**src/rtl/core/lmss_pkg.sv**
```systemverilog
// ----------------------------------------------------------------------------
// lmss_pkg
// Shared codes, widths, types and helpers of the LED matrix subframe scanner.
// ----------------------------------------------------------------------------
package lmss_pkg;

    // Field widths of the channels.
    localparam int OP_W      = 2;
    localparam int PIX_X_W   = 7;
    localparam int PIX_Y_W   = 4;
    localparam int VALUE_W   = 8;
    localparam int ROW_OUT_W = 4;
    localparam int REG_W     = 7;
    localparam int CFG_IDX_W = 1;

    // Operation codes carried by the input beat.
    localparam logic [OP_W-1:0] OP_WR_PIXEL = 2'd0;
    localparam logic [OP_W-1:0] OP_WR_GAMMA = 2'd1;
    localparam logic [OP_W-1:0] OP_SCAN     = 2'd2;

    // Configuration register indexes.
    localparam logic [CFG_IDX_W-1:0] CFG_SUBFRAME_TOTAL    = 1'b0;
    localparam logic [CFG_IDX_W-1:0] CFG_SUBFRAMES_PER_ROW = 1'b1;

    localparam logic [REG_W-1:0] REG_RESET = 7'd8;
    localparam logic [REG_W-1:0] REG_MAX   = 7'd64;

    // Shared divider: dividend holds 255*(2s+1) for s up to 63, divisor 2*64.
    localparam int DIVIDEND_W = 15;
    localparam int DIVISOR_W  = 8;

    typedef struct packed {
        logic                  start;
        logic [DIVIDEND_W-1:0] dividend;
        logic [DIVISOR_W-1:0]  divisor;
    } t_div_req;

    typedef struct packed {
        logic                  done;
        logic [DIVIDEND_W-1:0] quotient;
        logic [DIVISOR_W-1:0]  remainder;
    } t_div_rsp;

    // A register value of zero counts as one and anything above 64 as 64.
    function automatic logic [REG_W-1:0] clamp_reg(input logic [REG_W-1:0] v);
        logic [REG_W-1:0] r;
        if (v == '0) begin
            r = 7'd1;
        end else if (v > REG_MAX) begin
            r = REG_MAX;
        end else begin
            r = v;
        end
        return r;
    endfunction

endpackage

```
**src/rtl/core/lmss_div.sv**
```systemverilog
// ----------------------------------------------------------------------------
// lmss_div
// Restoring divider, one quotient bit per cycle, shared for modulo and
// threshold computation.
// ----------------------------------------------------------------------------
module lmss_div import lmss_pkg::*; (
    input  logic     i_clk,
    input  logic     i_rst_n,
    input  t_div_req i_req,
    output t_div_rsp o_rsp
);

    localparam int CNT_W = $clog2(DIVIDEND_W);

    logic                  r_busy;
    logic                  r_done;
    logic [CNT_W-1:0]      r_cnt;
    logic [DIVIDEND_W-1:0] r_quo;
    logic [DIVISOR_W-1:0]  r_rem;
    logic [DIVISOR_W-1:0]  r_dvs;

    logic [DIVISOR_W:0]    trial;
    logic                  ge;
    logic [DIVISOR_W:0]    diff;

    assign trial = {r_rem, r_quo[DIVIDEND_W-1]};
    assign ge    = trial >= {1'b0, r_dvs};
    assign diff  = trial - {1'b0, r_dvs};

    always_ff @(posedge i_clk) begin
        if (!i_rst_n) begin
            r_busy <= 1'b0;
            r_done <= 1'b0;
            r_cnt  <= '0;
        end else begin
            r_done <= 1'b0;
            if (i_req.start) begin
                r_busy <= 1'b1;
                r_cnt  <= '0;
            end else if (r_busy) begin
                r_cnt <= r_cnt + 1'b1;
                if (r_cnt == CNT_W'(DIVIDEND_W - 1)) begin
                    r_busy <= 1'b0;
                    r_done <= 1'b1;
                end
            end
        end
    end

    // The dividend shifts out of the top of r_quo while quotient bits enter
    // at the bottom.
    always_ff @(posedge i_clk) begin
        if (i_req.start) begin
            r_quo <= i_req.dividend;
            r_rem <= '0;
            r_dvs <= i_req.divisor;
        end else if (r_busy) begin
            r_quo <= {r_quo[DIVIDEND_W-2:0], ge};
            r_rem <= ge ? diff[DIVISOR_W-1:0] : trial[DIVISOR_W-1:0];
        end
    end

    assign o_rsp.done      = r_done;
    assign o_rsp.quotient  = r_quo;
    assign o_rsp.remainder = r_rem;

endmodule

```
**config.mk**
```make
export PLATFORM = sky130hd
export DESIGN_NAME = lmss_div
export DESIGN_NICKNAME = d
export VERILOG_FILES = /design/src/rtl/core/lmss_pkg.sv /design/src/rtl/core/lmss_div.sv
export SDC_FILE = /design/constraint.sdc
export NUM_CORES = 1
export LEC_CHECK = 0
export BUFFER_PORTS_ARGS = -buffer_cell sky130_fd_sc_hd__buf_4
export CAP_MARGIN = 10
export CORE_MARGIN = 2
export CORE_UTILIZATION = 57
export DETAILED_ROUTE_END_ITERATION = 16
export PLACE_DENSITY = 0.87
export SETUP_SLACK_MARGIN = 0.4
export SLEW_MARGIN = 20
export SYNTH_ARGS = -nofsm -noshare
export SYNTH_HDL_FRONTEND = slang
export SYNTH_SLANG_ARGS = --single-unit
```
**constraint.sdc**
```tcl
create_clock -name i_clk -period 5.7 [get_ports i_clk]
set_input_delay 1.14 -clock i_clk [delete_from_list [all_inputs] [get_ports i_clk]]
set_output_delay 1.14 -clock i_clk [all_outputs]
set_load 0.005 [all_outputs]
```
==> flow_results.org <==
** Timing
- Worst Tran Pin Value :: 0.687 ns
- Setup total negative slack :: 0 ns
- Final-report max-slew violation count :: 0
- Post-route clock skew :: 0.00893 ns
- The smallest clock period supported by the final layout is computed as roughly 2.4 ns.
- F_max :: 0.414 GHz
- Setup repair after global routing missed its margin :: false
- Normalized max-slew margin :: between 50% and 60%
- Once routing completed, OpenROAD measured the worst setup slack at 3.29 ns.
- Final count of negative-setup-slack endpoints :: 0
- The final-report hold violation count is 0.
- Period utilisation layout :: 42.4%
- Worst hold margin :: just over 0.5 ns

** Worst setup path
- Number of cells on the worst reg-to-reg path :: 7
- Worst flop-to-flop path startpoint :: r_quo[14]$_DFFE_PP_
- Delay of the slowest cell on the worst path :: 0.63 ns
- Along the worst path, the maximum fanout reaches 11.
- Worst setup EP type :: register
- WS Path Type :: register to register
- STA classifies the critical path startpoint as a register.
- Reg-to-reg slack, setup :: 3.29 ns
- The signal on the critical path passes through inv_1 > ha_1 > and2b_1 > o21ai_1 > a311oi_2 > and2_1 > mux2i_1.
- Terminus of the critical flop-to-flop path :: r_quo[0]$_DFFE_PP_
- Data required time at the worst endpoint :: 5.79 ns
- Master of the slowest instance on the critical path :: sky130_fd_sc_hd__a311oi_2
- Data arrives at the worst endpoint at 2.51 ns.

** Clocking
- Inserted Clock Buffers :: 5
- Number of setup buffers added after CTS :: 0
- Counting along the longest clock path gives a buffer depth of 2.
- Clock-pin slew on the worst setup and hold paths :: 0.12 ns
- For this design, the CTS-stage hold fixing added 0 buffers.
- The root buffer cell chosen for the clock tree is sky130_fd_sc_hd__clkbuf_4.
- Once the clock tree was built, the resizer swapped 0 gates to a different size.
- In this run the number of H-tree levels came out at 2.
- TritonCTS clock tree :: yes
- Clock latency on the worst-skew pair, taken at its later pin, is 0.34 ns.
- Clock net sink count :: 37

** Final layout
- Share of post-route cells with drive strength above 1 :: 35.4%
- Total Nets Final :: 259
- Leaving out filler cells and counting taps, the final layout contains 269.
- The number of antenna diodes in the final layout is 0.
- Fill cell instance count of the final layout :: 248
- Area added between synthesis and finish :: 23.2%

** Placement
- Prior to clock tree synthesis, the placed netlist has a worst setup slack of 3.26 ns.
- During placement, the flow inserted port buffers numbering 49.
- After detailed placement, the design holds a cell count of 261.
- Placed wire-length estimate after detailed placement :: 2.82 mm
- RePlAce Congestion :: 0.919

** Floorplan
- Row generation in the floorplan step produced 21 rows.
- The die is 62.9 um tall.
- Initial core utilization :: 59.3%
- In this run the standard cell core region covers 0.00334 sq mm.
- For this design the top-level I/O count stands at 50.
- Overall die area :: 0.00396 sq mm
- The floorplan step set the die width to roughly 63 um.

** Synthesis
- Counting flops with an async set or reset pin after synthesis yields a share of 0%.
- Averaged over all synthesized cells, the footprint is roughly 11 sq um.
- Counting flops with a built-in enable in the synthesized netlist gives 23.
- The synthesized design devotes to its leading area cell type 34.9% of total area.
- Instance count of the mapped netlist :: 175
- Counting instances in the post-synthesis netlist gives the leading cell types as sky130_fd_sc_hd__edfxtp_1 (23), sky130_fd_sc_hd__nor2_1 (16), sky130_fd_sc_hd__inv_1 (15).
- Top post-synthesis cells by area :: sky130_fd_sc_hd__edfxtp_1 (35%), sky130_fd_sc_hd__dfxtp_1 (14%), sky130_fd_sc_hd__mux2_2 (8.0%)
- Most common cell in the netlist :: sky130_fd_sc_hd__edfxtp_1
- Post-Syn Nets :: 212
- Yosys printed 0 warnings.
- In this run the cell area of the synthesized design comes to 0.00198 sq mm.
- Distinct cell type count after synthesis :: 55
- Among all flip-flop cells after synthesis, the most frequent one is sky130_fd_sc_hd__edfxtp_1.
- Share of synthesized area occupied by flip-flops and latches :: 49.1%
- The synthesized design spends more area on one cell type than any other, namely sky130_fd_sc_hd__edfxtp_1.
- Counting flops and latches in the post-synthesis netlist gives 37.

** Global routing
- Total congestion overflow :: 0
- First-pass GRT wire length :: approximately 6.2 mm
- Total routing resource utilization after global routing :: 20.4%
- Via count of the first global-routing pass :: around 1400
- Entering global routing, the biggest net connects 38 pins.
- Antenna violations before repair :: 0

** Power
- Areal power density over the cells :: ~280 mW/mm^2
- VDD sags by at most 0.000194 V.
- Standby leakage power :: 1.04 nW

** Drt
- Via count :: 1448
- Post-DR wirelength/cell :: 14.4 um
- The detail route stage leaves a number of antenna-violating nets equal to 0.
- The detailed router finished its first iteration with ~60 violations.
- The routed design has 3.87 mm of wire.
- Dividing the detail-routed via count by the number of cells gives roughly 5.4.
- Initial DRT Pass Iterations :: 6
- In the routed design, unresolved DRC markers number 0.

** Run status
- The flow ran to the end, and the final reports show no timing, DRC or antenna violations.

** Job
- The tool flagged a number of max-cap violations equal to 0.

** Worst hold path
- The worst hold path was traced through 2 stages.
- Worst hold path startpoint :: r_cnt[3]$_SDFFE_PP0P_
- Sink of the worst hold path :: r_done$_SDFF_PP0_
- The min-delay analysis places its worst path in the category register to register.
## sequential cells by signal (all words and copies together), names as in the netlist
signal / cells
r_rem: 8
r_quo: 15
r_busy: 1
r_dvs: 8
r_cnt: 4
r_done: 1
## layer usage
| layer | track usage [%] | routed length [um] |
|---|---|---|
| met1 | 25.4 | 1630 |
| met2 | 34.0 | 1950 |
| met3 | 5.23 | 230 |
| met4 | 7.78 | 53 |
| met5 | 0 | 0 |
## area by class of cell
cell class | count | area, sq um | area share (%)
clock buffer | 7 | 87.6 | 3.60
tap | 46 | 57.6 | 2.36
clock inverter | 1 | 8.76 | 0.360
timing repair buffer | 49 | 368 | 15.1
sequential | 37 | 971 | 39.9
inverter | 16 | 60.1 | 2.47
multi-input combinational | 113 | 883 | 36.3
## per-stage QoR
| step | util (%) | area (sq um) | power [mW] |
|---|---|---|---|
| 6_report | 73.0 | 2440 | 0.673 |
| 5_1_grt | 73.0 | 2440 | 0.705 |
| 4_1_cts | 73.0 | 2440 | 0.676 |
| 3_5_place_dp | 70.1 | 2340 | 0.483 |
| 3_3_place_gp | 70.1 | 2340 | 0.478 |
| 2_1_floorplan | - | 1980 | 0.428 |
## cell families after synthesis
logic type / after synthesis / synth area share, %
AND/OR/NAND/NOR: 48 / 12.7
flip-flops: 37 / 49.1
AO/OA/AOI/OAI: 32 / 13.0
buffers and inverters: 25 / 6.26
multiplexers: 15 / 8.48
adder cells (fa/ha/maj): 11 / 7.34
XOR/XNOR: 7 / 3.10
## report_power, final
group | total, mW | switching [mW] | internal, mW
Clock | 0.196 | 0.0933 | 0.103
Combinational | 0.148 | 0.0715 | 0.0766
Sequential | 0.329 | 0.0178 | 0.311
Total | 0.673 | 0.182 | 0.491
## worst max-delay path, delay by kind of cell, from the launching register on
kind / cells / cell delay (ns)
AOI/OAI and AO/OA: 2 / 0.71
adders and majority gates: 1 / 0.31
buffers and inverters: 1 / 0.06
DFF: 1 / 0.40
muxes: 1 / 0.11
and+or+nand+nor: 2 / 0.59
## worst max-delay path by stage
stage | from | to | slack (ns) | depth (start not counted)
after floorplan | i_req[23] | r_quo[12]$_DFFE_PP_ | 3.38 | 3
after global placement | i_req[23] | r_rem[3]$_SDFFE_PP0P_ | 3.32 | 4
after detailed placement | i_req[23] | r_rem[7]$_SDFFE_PP0P_ | 3.26 | 5
after CTS | r_quo[14]$_DFFE_PP_ | r_quo[0]$_DFFE_PP_ | 3.30 | 7
after global routing | r_quo[14]$_DFFE_PP_ | r_quo[0]$_DFFE_PP_ | 3.12 | 7
final | r_quo[14]$_DFFE_PP_ | r_quo[0]$_DFFE_PP_ | 3.29 | 7
## cell usage in the layout (no fill, tap or decap), drive strengths merged, types with 2 or more instances in the layout
cell type,n
xor2,4
inv,17
nor2,16
edfxtp,23
dfxtp,14
a211oi,3
or3,2
or2,2
nand2,7
nor3,3
xnor2,3
o31ai,3
a21oi,6
nor2b,3
buf,49
mux2,14
nand2b,2
nand3,3
o21ai,3
and2b,2
clkbuf,7
ha,10
nand4,2
a311oi,4
Power figures use the tool's default switching activity.
